==> src/hw/rtl/gne_pkg.sv <==
`default_nettype none
// ----------------------------------------------------------------------------
// gne_pkg: shared types and constants of the grid neighbor expander
// Command, register and offset codes, word formats and helper functions.
// ----------------------------------------------------------------------------
package gne_pkg;

    localparam int CELLS_DEFAULT = 65536;
    localparam int MAX_DIM       = 256;
    localparam int DIM_W         = 9;
    localparam int VERTEX_W      = 16;
    localparam int COORD_W       = 8;
    localparam int IDX_W         = 17;
    localparam int QUEUE_DEPTH   = 2;

    localparam logic [DIM_W-1:0] COST_ORTHO = 9'd256;
    localparam logic [DIM_W-1:0] COST_DIAG  = 9'd358;

    typedef enum logic {
        CMD_WRITE  = 1'b0,
        CMD_EXPAND = 1'b1
    } t_command;

    typedef enum logic [1:0] {
        REG_ROWS  = 2'd0,
        REG_COLS  = 2'd1,
        REG_EIGHT = 2'd2
    } t_reg_idx;

    typedef enum logic [1:0] {
        STEP_ZERO = 2'b00,
        STEP_NEG  = 2'b01,
        STEP_POS  = 2'b10
    } t_step;

    localparam t_step ROW_STEP [8] = '{
        STEP_ZERO, STEP_ZERO, STEP_NEG, STEP_POS,
        STEP_NEG,  STEP_NEG,  STEP_POS, STEP_POS
    };
    localparam t_step COL_STEP [8] = '{
        STEP_NEG, STEP_POS, STEP_ZERO, STEP_ZERO,
        STEP_NEG, STEP_POS, STEP_NEG,  STEP_POS
    };

    typedef struct packed {
        t_command              command;
        logic [VERTEX_W-1:0]   vertex;
        logic                  blocked;
    } t_cmd;

    typedef struct packed {
        logic [VERTEX_W-1:0] neighbor;
        logic [2:0]          direction;
        logic [DIM_W-1:0]    step_cost;
        logic                found;
        logic                is_last;
    } t_result;

    typedef struct packed {
        logic [DIM_W-1:0] rows;
        logic [DIM_W-1:0] cols;
        logic             eight;
    } t_geom;

    function automatic logic [DIM_W-1:0] clamp_dim(input logic [DIM_W-1:0] v);
        logic [DIM_W-1:0] res;
        res = v;
        if (v == '0) begin
            res = DIM_W'(1);
        end else if (v > DIM_W'(MAX_DIM)) begin
            res = DIM_W'(MAX_DIM);
        end
        return res;
    endfunction

    function automatic logic [DIM_W-1:0] slot_cost(input logic [2:0] slot);
        return slot[2] ? COST_DIAG : COST_ORTHO;
    endfunction

endpackage
`default_nettype wire

==> src/hw/rtl/gne_front.sv <==
`default_nettype none
// ----------------------------------------------------------------------------
// gne_front: input acceptance and command queue
// Take input words and hold them in a short queue for the back end.
// ----------------------------------------------------------------------------
module gne_front
    import gne_pkg::*;
(
    input  wire logic i_clk,
    input  wire logic i_rst_n,
    input  wire logic i_valid,
    output logic      o_ready,
    input  wire t_cmd i_cmd,
    input  wire logic i_hold,
    output logic      o_q_valid,
    output t_cmd      o_q_cmd,
    input  wire logic i_q_pop
);

    localparam int PTR_W = $clog2(QUEUE_DEPTH);

    t_cmd             r_q [QUEUE_DEPTH];
    logic [PTR_W-1:0] r_wptr;
    logic [PTR_W-1:0] r_rptr;
    logic [PTR_W:0]   r_count;
    logic             push;
    logic             pop;

    assign o_ready   = !i_hold && (r_count != (PTR_W+1)'(QUEUE_DEPTH));
    assign push      = i_valid && o_ready;
    assign o_q_valid = (r_count != '0);
    assign pop       = i_q_pop && o_q_valid;
    assign o_q_cmd   = r_q[r_rptr];

    always_ff @(posedge i_clk) begin
        if (!i_rst_n) begin
            r_wptr  <= '0;
            r_rptr  <= '0;
            r_count <= '0;
        end else begin
            if (push) begin
                r_wptr <= (r_wptr == PTR_W'(QUEUE_DEPTH-1)) ? '0 : r_wptr + 1'b1;
            end
            if (pop) begin
                r_rptr <= (r_rptr == PTR_W'(QUEUE_DEPTH-1)) ? '0 : r_rptr + 1'b1;
            end
            if (push && !pop) begin
                r_count <= r_count + 1'b1;
            end else if (pop && !push) begin
                r_count <= r_count - 1'b1;
            end
        end
    end

    always_ff @(posedge i_clk) begin
        if (push) begin
            r_q[r_wptr] <= i_cmd;
        end
    end

endmodule
`default_nettype wire

==> config.mk <==
export PLATFORM = sky130hd
export DESIGN_NAME = gne_front
export DESIGN_NICKNAME = d
export VERILOG_FILES = /design/src/hw/rtl/gne_pkg.sv /design/src/hw/rtl/gne_front.sv
export SDC_FILE = /design/constraint.sdc
export NUM_CORES = 1
export LEC_CHECK = 0
export ABC_AREA = 1
export BUFFER_PORTS_ARGS = -buffer_cell sky130_fd_sc_hd__buf_2
export CAP_MARGIN = 20
export CORE_ASPECT_RATIO = 1.1
export CORE_MARGIN = 2
export CORE_UTILIZATION = 45
export DETAILED_ROUTE_END_ITERATION = 12
export PLACE_DENSITY = 0.72
export SYNTH_ARGS = -nofsm -noshare
export SYNTH_HDL_FRONTEND = slang
export SYNTH_SLANG_ARGS = --single-unit
export TNS_END_PERCENT = 5
==> constraint.sdc <==
create_clock -name i_clk -period 1.9 [get_ports i_clk]
set_input_delay 0.285 -clock i_clk [delete_from_list [all_inputs] [get_ports i_clk]]
set_output_delay 0.285 -clock i_clk [all_outputs]
set_load 0.01 [all_outputs]
# [Word-level counts from Yosys, hierarchy flattened]
# Memories as Yosys holds them, arrays and structs flattened. A register that Yosys moved wholly into a read port is not among the register bits.
# Index checks and enable logic that the tools add are counted.
[classes] add_sub_neg=4 eq_ne=1 mux=8 n_reduce_logical=10
[op_table] op="$mux W1" n=6
[op_table] op="$logic_and A1 B1 Y1" n=5
[op_table] op="$mux W2" n=2
[op_table] op="$reduce_bool A2 Y1" n=2
[op_table] op="$logic_not A1 Y1" n=3
[op_table] op="$add A1 B1 Y1 const B" n=2
[op_table] op="$add A2 B1 Y2 const B" n=1
[op_table] op="$ne A2 B2 Y1 const B" n=1
[op_table] op="$sub A2 B1 Y2 const B" n=1
[word_totals] register_bits=4 ramBits=36 in_bits=23 out_inout_bits=20 word_cells=27 n_memories=1
[memory_table] memory="r_q" words=2 width=18 rd=1 rd_clocked_by_memory_dff=1 wr=1 line="gne_front.sv:22" text="t_cmd r_q [QUEUE_DEPTH];"

# [Longest topological paths before layout]
# Gate-level depths: netlist of run 1.
[depth] word_depth=7 depth_mapped=11 ltp_nobuf=11

# [Worst setup path before layout of run 1]
# Ideal clock, no wire load.
[synth_path] path_type="register -> register" start="register r_count[0]" end="memory r_q[0][0] in the netlist's numbering (enable)" setup_time_ns=0.393 arrival_time_ns=1.374 required_time_ns=1.507 setup_slack_ns=0.134 stages_incl_launch_ff=5 n_path_buf=0 period_less_slack_ns=1.766 cell_sequence="dfxtp_1 inv_1 nand2_1 nand3_1 nor2_1"
[synth_via] elab_chain_cells=5
[synth_lines] item="from (decl)" line="gne_front.sv:25" text="logic [PTR_W:0] r_count;"
[synth_lines] item="from (signal assigned)" line="gne_front.sv:48" text="r_count <= r_count + 1'b1;"
[synth_lines] item="from (signal assigned)" line="gne_front.sv:50" text="r_count <= r_count - 1'b1;"
[synth_lines] item="$ne A2 B2 Y1" line="gne_front.sv:29" text="assign o_ready = !i_hold && (r_count != (PTR_W+1)'(QUEUE_DEPTH));"
[synth_lines] item="$logic_and A1 B1 Y1" line="gne_front.sv:29"
[synth_lines] item="$logic_and A1 B1 Y1" line="gne_front.sv:30" text="assign push = i_valid && o_ready;"
[synth_lines] item="$mux W1" line="gne_front.sv:56" text="if (push) begin"
[synth_lines] item="$mux W1 (implied by the code)" line="gne_front.sv:57" text="r_q[r_wptr] <= i_cmd;"
[synth_lines] item="to (decl)" line="gne_front.sv:22"
# Every way passes these cells.

==> impl_metrics.csv, run 1 <==
group,metric,value,unit
synth,synth_area_leaders,"edfxtp_1 67%, mux2_4 9.3%, dfxtp_1 6.2%",
sta,slew_headroom,81.12,%
synth,ys_ff_latch,41,
pwr,p_leak,0.8048,nW
min_path,whs_path_depth,1,
grt,grt_overflow,0,
setup_path,r2r_start,"r_count[0]",
clock_network,numCtsBuffers,5,
clock_network,cts-root-buf,"clkbuf_4",
sta,setup_tns,0,ns
grt,antenna_found_initial,0,
drt,drt_iter0_markers,29,
setup_path,cp_cell_sequence,"buf_4 > mux2_2 > buf_2",
clock_network,post_cts_buffers,0,
min_path,min_to,"r_q[0][10]",
placed_design,port_buffers,42,
drt,viasPerCell,4.624,
clock_network,ctsResizeCount,0,
grt,grt_start_max_net_pins,19,
sta,setup_violations,0,
setup_path,rrSetupSlack,0.38,ns
synth,synthesis.instances,97,
drt,drt-total-wl,2.532,mm
setup_path,crit_type,"reg -> out",
clock_network,cts_buffer_depth,2,
clock_network,clock-sinks,41,
cells_and_area,area_delta_synth_final,20.81,%
placed_design,dpl.hpwl,1.899,mm
run_status,status,"complete, no violations",
setup_path,crit_arrival,1.46,ns
drt,wl_per_cell,12.85,um
cells_and_area,drive_above_1_share,48.32,%
synth,yosysTopAreaCellShare,67.08,%
grt,grt_pass1_wl,3.850,mm
pwr,fin_total_pwr,1.922,mW
drt,antenna_left,0,
die,io_pins,43,
synth,ys_async_sr_fraction,0,%
synth,ys.flop_type,"edfxtp_1",
min_path,hold_start,"i_cmd[10]",
setup_path,crit_slowest_cell,"mux2_2",
synth,yosysMostFrequentCell,"edfxtp_1",
clock_network,cts_tree,"yes",
grt,grt_util_all_layers,13.95,%
die,start_util,47.60,%
sta,max_freq,574.1,MHz
sta,timing.final.crit_share,91.68,%
grt,grt_pass1_vias,907,
synth,synth.distinct_cells,15,
synth,netlist_area,1612,um^2
drt,dr.pass1.iters,3,
die,floorplan.rows,22,
pwr,max-vdd-ir-drop,0.5232,mV
pwr,p_per_area,987.2,nW/um^2
job,maxCapViolations,0,
placed_design,routabilityCongestion,0.7605,
sta,clock_skew,0.01213,ns
min_path,hold_path.class,"in -> reg",
drt,drc_errors,0,
setup_path,endpoint_kind,"output port",
sta,period_needed,1.742,ns
setup_path,max_stage_delay,0.38,ns
setup_path,regToRegEndpoint,"r_count[1]",
die,fp.coreArea,3386,um^2
synth,synth_edf_count,36,
synth,yosysWarnings,0,
synth,ys_seq_area_share,73.29,%
die,die_x,61.06,um
clock_network,htreeDepth,2,
setup_path,cp.required,1.62,ns
setup_path,startpoint_type,"flop",
synth,post_synth.cell_area_avg,16.61,um^2
sta,rsz0062_at_grt,"false",
cells_and_area,antenna_cells,0,
sta,worst_pin_slew,0.2832,ns
clock_network,clk_pin_slew_worst_paths,0.12,ns
synth,synth_common_cells,"36 x edfxtp_1, 11 x inv_1, 10 x mux2_4, 10 x nand2_1, 8 x mux2_2",
setup_path,r2r_cells,10,
synth,synth_fp_nets,121,
sta,slew_viol_final,0,
sta,hold_violations,0,
synth,synth_top_cell_by_area,"edfxtp_1",
clock_network,ctsHoldBuffers,0,
clock_network,clk_latency,0.34,ns
cells_and_area,finalNetCount,172,
drt,vias,911,
die,die_area,4077,um^2
setup_path,critPathMaxFanout,18,
die,die_y,66.77,um
## sequential cells by signal, summed over array words and instances, names as in the netlist, named ones only
name	count
r_q	36
r_count	2
r_rptr	1
r_wptr	1
## metrics by stage
stage	cell area, um^2	cells	utilization [%]	setup slack (ns)	hold slack, ns
floorplan	1612	97	-	0.1336	0.3839
global placement	1896	189	55.99	0.5221	0.4746
detailed placement	1896	189	55.99	0.4057	0.4794
CTS	1947	197	57.50	0.1232	0.1129
global route	1947	197	57.50	0.06917	0.09352
finish	1947	197	57.50	0.1581	0.1261
## cells by family (layout without fill, tap and decap cells)
| kind of cell | after synthesis | after routing | synth area share (%) |
|---|---|---|---|
| flip-flops | 41 | 41 | 73.29 |
| AO/OA/AOI/OAI | 4 | 4 | 1.397 |
| adder cells (fa/ha/maj) | 1 | 1 | 0.7763 |
| multiplexers | 18 | 18 | 14.91 |
| AND/OR/NAND/NOR | 20 | 20 | 5.124 |
| buffers and inverters | 13 | 65 | 4.503 |
## metal layers
layer	GRT usage, %	share of wire [%]
met1	14.32	38
met2	23.94	55
met4	6.522	1.9
met5	0	0
met3	5.825	5.1
## worst max-delay path: cells and delay by family, from the launching register on
kind / cells / cell delay (ns)
flip-flops: 1 / 0.32
buffers and inverters: 2 / 0.42
multiplexers: 1 / 0.38
## worst max-delay path by stage
stage / depth (start not counted) / from / end
2_1_floorplan: 4 / r_count[0] / r_q[0][0]
3_3_place_gp: 3 / flop / o_q_cmd[8]
3_5_place_dp: 10 / r_count[0] / r_count[1]
4_1_cts: 3 / flop / o_q_cmd[8]
5_1_grt: 3 / flop / o_q_cmd[17]
6_report: 3 / flop / o_q_cmd[8]
## placed cells by master, fill, tap and decap left out
cell type,netlist,final
buf_12,1,1
nand3_1,2,2
nand2_1,10,10
ha_1,1,1
edfxtp_1,36,36
buf_2,0,42
mux2_2,8,8
buf_4,0,3
nor2_2,0,1
clkinv_2,0,2
o21ai_0,1,1
dfxtp_1,5,5
nor2_1,6,5
o21a_1,1,1
a21oi_1,2,2
nand4_1,2,2
clkbuf_4,0,5
mux2_4,10,10
clkbuf_1,0,1
inv_1,11,11
## power by group
group | internal, mW | switching (mW)
Clock | 0.141 | 0.260
Combinational | 0.217 | 0.224
Sequential | 1.05 | 0.0277
Total | 1.41 | 0.512
## final cells by class
type                       count  area [um^2]
multi-input combinational     43        360.3
timing repair buffer          46        252.7
tap                           48        60.06
clock buffer                   6        41.29
sequential                    41         1181
fill                         273         1439
clock inverter                 2        10.01
inverter                      11        41.29
Power figures use the tool's default switching activity.
==> run 2: changes to the inputs <==
--- a/config.mk
+++ b/config.mk
@@ -8,7 +8,6 @@
 export ABC_AREA = 1
 export BUFFER_PORTS_ARGS = -buffer_cell sky130_fd_sc_hd__buf_2
 export CAP_MARGIN = 20
-export CORE_ASPECT_RATIO = 1.1
 export CORE_MARGIN = 2
 export CORE_UTILIZATION = 45
 export DETAILED_ROUTE_END_ITERATION = 12
==> constraint.sdc (replaced) <==
create_clock -name i_clk -period 2.2 [get_ports i_clk]
set_input_delay 0.33 -clock i_clk [delete_from_list [all_inputs] [get_ports i_clk]]
set_output_delay 0.33 -clock i_clk [all_outputs]
set_load 0.01 [all_outputs]
==> impl_metrics.csv, run 2 (same netlist as run 1, synthesis figures left out) <==
group,metric,value,unit
sta,worst_pin_slew,0.4092,ns
cells_and_area,layoutNonFillerInstCount,194,
clock_network,clock-sinks,41,
drt,viasPerCell,4.706,
sta,setup_violations,0,
setup_path,regToRegEndpoint,"r_q[0][11]",
placed_design,dpl.hpwl,1.784,mm
sta,period_needed,2.010,ns
setup_path,startpoint_type,"flop",
pwr,max-vdd-ir-drop,0.5266,mV
cells_and_area,final-seq-area,1181,um^2
clock_network,htreeDepth,2,
setup_path,crit_type,"reg -> out",
setup_path,r2r_start,"r_count[0]",
setup_path,rrSetupSlack,0.58,ns
sta,slew_headroom,72.69,%
grt,antenna_found_initial,0,
sta,clock_skew,0.005958,ns
sta,worst_slack,0.1900,ns
grt,grt_overflow,0,
placed_design,dp.cells,186,
sta,rsz0062_at_grt,"false",
grt,grt_start_max_net_pins,14,
cells_and_area,antenna_cells,0,
setup_path,cp.required,1.87,ns
setup_path,crit_slowest_cell,"dfxtp_1",
die,die_y,63.85,um
clock_network,post_cts_buffers,0,
cells_and_area,drive_above_1_share,48.65,%
die,die_x,63.85,um
die,die_area,4076,um^2
die,io_pins,43,
min_path,hold_start,"i_cmd[4]",
clock_network,clk_latency,0.34,ns
pwr,p_per_area,855.6,nW/um^2
placed_design,dp_slack,0.5554,ns
cells_and_area,final_common_cell,"buf_2",
drt,vias,913,
clock_network,cts-root-buf,"clkbuf_4",
clock_network,cts_tree,"yes",
placed_design,routabilityCongestion,0.7049,
cells_and_area,layout_common_cells,"42 x buf_2, 36 x edfxtp_1, 11 x inv_1",
pwr,p_leak,0.7950,nW
clock_network,ctsHoldBuffers,0,
min_path,min_to,"r_q[1][4]",
run_status,status,"complete, no violations",
setup_path,crit_arrival,1.68,ns
setup_path,max_stage_delay,0.54,ns
grt,grt_pass1_wl,3.850,mm
drt,wl_per_cell,12.50,um
sta,hold_violations,0,
setup_path,cpLargestDelayFamily,"flip-flops",
setup_path,critPathMaxFanout,11,
cells_and_area,finalNetCount,171,
clock_network,numCtsBuffers,5,
setup_path,r2r_cells,5,
drt,drc_errors,0,
min_path,whs_path_depth,1,
drt,dr.pass1.iters,4,
setup_path,endpoint_kind,"output port",
clock_network,cts_buffer_depth,2,
placed_design,port_buffers,42,
drt,drt_iter0_markers,22,
cells_and_area,top_regs,"r_q (36), r_count (2)",
die,start_util,47.55,%
min_path,hold_path.class,"in -> reg",
grt,grt_util_all_layers,12.93,%
sta,timing.final.crit_share,91.36,%
grt,grt_pass1_vias,853,
clock_network,clk_pin_slew_worst_paths,0.12,ns
drt,antenna_left,0,
sta,setup_tns,0,ns
cells_and_area,largest_register_ffs,36,
cells_and_area,multi_input_area,360.3,um^2
cells_and_area,regMostFlops,"r_q",
drt,drt-total-wl,2.425,mm
setup_path,cp_cell_sequence,"buf_4 > mux2_2 > buf_2",
job,maxCapViolations,0,
sta,max_freq,497.5,MHz
die,floorplan.rows,21,
sta,slew_viol_final,0,
cells_and_area,area_delta_synth_final,19.64,%
clock_network,ctsResizeCount,0,
cells_and_area,fillers,289,
setup_path,cp_num_buf_inv,2,
die,fp.coreArea,3390,um^2
[run 2: area by class of cell]
cell class	count	share of cell area, %
Timing Repair Buffer	45	12.07
Clock inverter	3	0.9085
Inverter	11	2.141
Sequential cell	41	61.26
Multi-Input combinational cell	43	18.69
Clock buffer	5	1.947
Tap cell	46	2.985
[run 2: where the power goes]
| part | total, mW | switching, mW | internal (mW) | leakage, nW |
|---|---|---|---|---|
| sequential | 0.943 | 0.0339 | 0.909 | 0.371 |
| clock | 0.347 | 0.226 | 0.121 | 0.0310 |
| combinational | 0.360 | 0.180 | 0.180 | 0.393 |
| total | 1.65 | 0.440 | 1.21 | 0.795 |
[run 2: per-layer routing]
layer	GRT usage [%]	part of all wire, %
met5	0	0
met4	6.522	0.99
met3	5.458	7.7
met2	20.18	49
met1	15.25	42
[run 2: how the worst max path moves through the flow]
stage,end,cells after the start,from,slack (ns)
finish,o_q_cmd[8],3,flop,0.19
detailed placement,o_q_cmd[8],3,flop,0.56
floorplan,r_q[0][0],4,r_count[0],0.43
global placement,o_q_cmd[8],3,flop,0.57
global route,o_q_cmd[8],3,flop,0.07
CTS,o_q_cmd[8],3,flop,0.15
[run 2: through the flow]
| step | area, um^2 | power [mW] | hold WS, ns | util (%) |
|---|---|---|---|---|
| CTS | 1928 | 1.672 | 0.1510 | 56.88 |
| finish | 1928 | 1.650 | 0.1730 | 56.88 |
| global route | 1928 | 1.745 | 0.1417 | 56.88 |
| floorplan | 1612 | 1.217 | 0.4289 | - |
| detailed placement | 1873 | 1.326 | 0.4961 | 55.26 |
| global placement | 1873 | 1.311 | 0.4807 | 55.26 |
==> run 3: changes to the inputs <==
--- a/config.mk
+++ b/config.mk
@@ -8,6 +8,7 @@
 export ABC_AREA = 1
 export BUFFER_PORTS_ARGS = -buffer_cell sky130_fd_sc_hd__buf_2
 export CAP_MARGIN = 20
+export CORE_ASPECT_RATIO = 1.5
 export CORE_MARGIN = 2
 export CORE_UTILIZATION = 45
 export DETAILED_ROUTE_END_ITERATION = 12
==> impl_metrics.csv, run 3 (same netlist as run 1, synthesis figures left out) <==
group,metric,value,unit
clock_network,clk_pin_slew_worst_paths,0.07,ns
setup_path,rrSetupSlack,0.61,ns
die,io_pins,43,
sta,setup_tns,0,ns
placed_design,dpl.hpwl,1.903,mm
placed_design,routabilityCongestion,0.6435,
die,start_util,47.18,%
pwr,p_int,1.319,mW
setup_path,max_stage_delay,0.53,ns
sta,hold_violations,0,
setup_path,regToRegEndpoint,"r_q[0][4]",
clock_network,numCtsBuffers,5,
sta,max_freq,543.4,MHz
grt,grt_start_max_net_pins,19,
sta,rsz0062_at_grt,"false",
setup_path,crit_type,"reg -> out",
pwr,max-vdd-ir-drop,0.6064,mV
cells_and_area,final_cell_area,1956,um^2
drt,drt-total-wl,2.538,mm
drt,dr.pass1.iters,4,
pwr,p_leak,0.8068,nW
grt,antenna_found_initial,0,
clock_network,clock-sinks,41,
drt,drc_errors,0,
grt,use_met3,5.058,%
placed_design,dp.cells,181,
die,die_area,4086,um^2
setup_path,critPathMaxFanout,14,
die,fp.coreArea,3416,um^2
drt,wl_per_cell,13.43,um
clock_network,cts-root-buf,"clkbuf_8",
sta,clock_skew,0.002143,ns
pwr,p_per_area,901.3,nW/um^2
cells_and_area,antenna_cells,0,
placed_design,postPlaceCellArea,1873,um^2
cells_and_area,final_common_cell,"buf_2",
pwr,fin_total_pwr,1.763,mW
die,die_y,77.29,um
grt,top_usage_layer,"met2",
sta,slew_viol_final,0,
grt,grt_overflow,0,
cells_and_area,finalNetCount,170,
clock_network,ctsHoldBuffers,0,
die,die_x,52.86,um
pwr,power.share.clock,25.3,%
drt,viasPerCell,4.852,
sta,setup_violations,0,
setup_path,r2r_cells,5,
min_path,whs_path_depth,1,
cells_and_area,largest_register_ffs,36,
clock_network,cts_buffer_depth,2,
min_path,hold_start,"i_cmd[8]",
cells_and_area,layoutNonFillerInstCount,189,
grt,grt_pass1_vias,889,
clock_network,htreeDepth,2,
sta,timing.final.crit_share,83.65,%
min_path,hold_path.class,"in -> reg",
clock_network,clk_latency,0.28,ns
pwr,p_comb_share,21.0,%
grt,met2_usage,22.75,%
job,maxCapViolations,0,
pwr,switching_share,25.16,%
sta,worst_pin_slew,0.6671,ns
setup_path,cp_cell_sequence,"buf_12 > mux2_2 > buf_2",
setup_path,r2r_start,"r_count[0]",
sta,slew_headroom,55.48,%
min_path,min_to,"r_q[1][8]",
grt,grt_util_met1,15.56,%
clock_network,ctsResizeCount,0,
die,floorplan.rows,26,
sta,period_needed,1.840,ns
cells_and_area,layout_common_cells,"42 x buf_2, 36 x edfxtp_1, 11 x inv_1",
setup_path,crit_slowest_cell,"dfxtp_1",
grt,grt_pass1_wl,4.029,mm
grt,grt_util_all_layers,13.72,%
placed_design,port_buffers,42,
pwr,p_sw,443.4,uW
drt,vias,917,
run_status,status,"complete, no violations",
setup_path,crit_arrival,1.51,ns
clock_network,cts_tree,"yes",
cells_and_area,area_delta_synth_final,21.35,%
pwr,seq_power_share,53.7,%
cells_and_area,top_regs,"r_q (36), r_count (2)",
cells_and_area,drive_above_1_share,47.62,%
clock_network,post_cts_buffers,0,
drt,antenna_left,0,
setup_path,startpoint_type,"flop",
setup_path,cp.required,1.87,ns
setup_path,endpoint_kind,"output port",
cells_and_area,regMostFlops,"r_q",
drt,drt_iter0_markers,14,
-- run 3: cell count changes in the layout (fill, tap and decap cells not counted), sizes merged --
cell      before  now
buf           45   44
clkbuf         5    6
clkinvlp       1    0
-- run 3: per-stage QoR --
| step | setup slack [ns] | hold slack [ns] | utilization, % |
|---|---|---|---|
| 2_1_floorplan | 0.4336 | 0.4289 | - |
| 3_3_place_gp | 0.6577 | 0.4804 | 54.84 |
| 3_5_place_dp | 0.6151 | 0.5031 | 54.84 |
| 4_1_cts | 0.3413 | 0.2255 | 57.25 |
| 5_1_grt | 0.2844 | 0.2160 | 57.25 |
| 6_report | 0.3598 | 0.2363 | 57.25 |
-- run 3: how the worst max path moves through the flow --
stage	to	slack, ns	start
2_1_floorplan	r_q[0][0]	0.43	r_count[0]
3_3_place_gp	o_q_cmd[3]	0.66	flop
3_5_place_dp	r_q[0][8]	0.62	r_count[0]
4_1_cts	o_q_cmd[3]	0.34	flop
5_1_grt	o_q_cmd[5]	0.28	flop
6_report	o_q_cmd[2]	0.36	flop
-- run 3: final cells by class --
cell class,count,area [um^2]
clock buffers,6,72.57
clock inverters,2,10.01
fillers,283,1460
inverters,11,41.29
multi-input cells,43,360.3
flip-flops and latches,41,1181
well taps,42,52.55
repair buffers,44,237.7
-- run 3: metal layers --
layer  wire (um)  vias to the layer above
li1            -                      445
met1         939                      431
met2        1387                       36
met3         164                        5
met4          46                        0
met5           0                        -
-- run 3: power groups by stage --
stage               registers (mW)  logic [mW]  clock network, mW
finish                       0.946       0.371              0.446
global route                 0.952       0.408              0.495
CTS                          0.946       0.377              0.466
detailed placement           0.964       0.377                  0
global placement             0.959       0.363                  0
floorplan                    0.945       0.271                  0
-- run 3: worst max-delay path, delay by kind of cell (launching register included) --
family,cells,cell delay [ns]
buf+inv,2,0.34
flops,1,0.53
mux,1,0.35
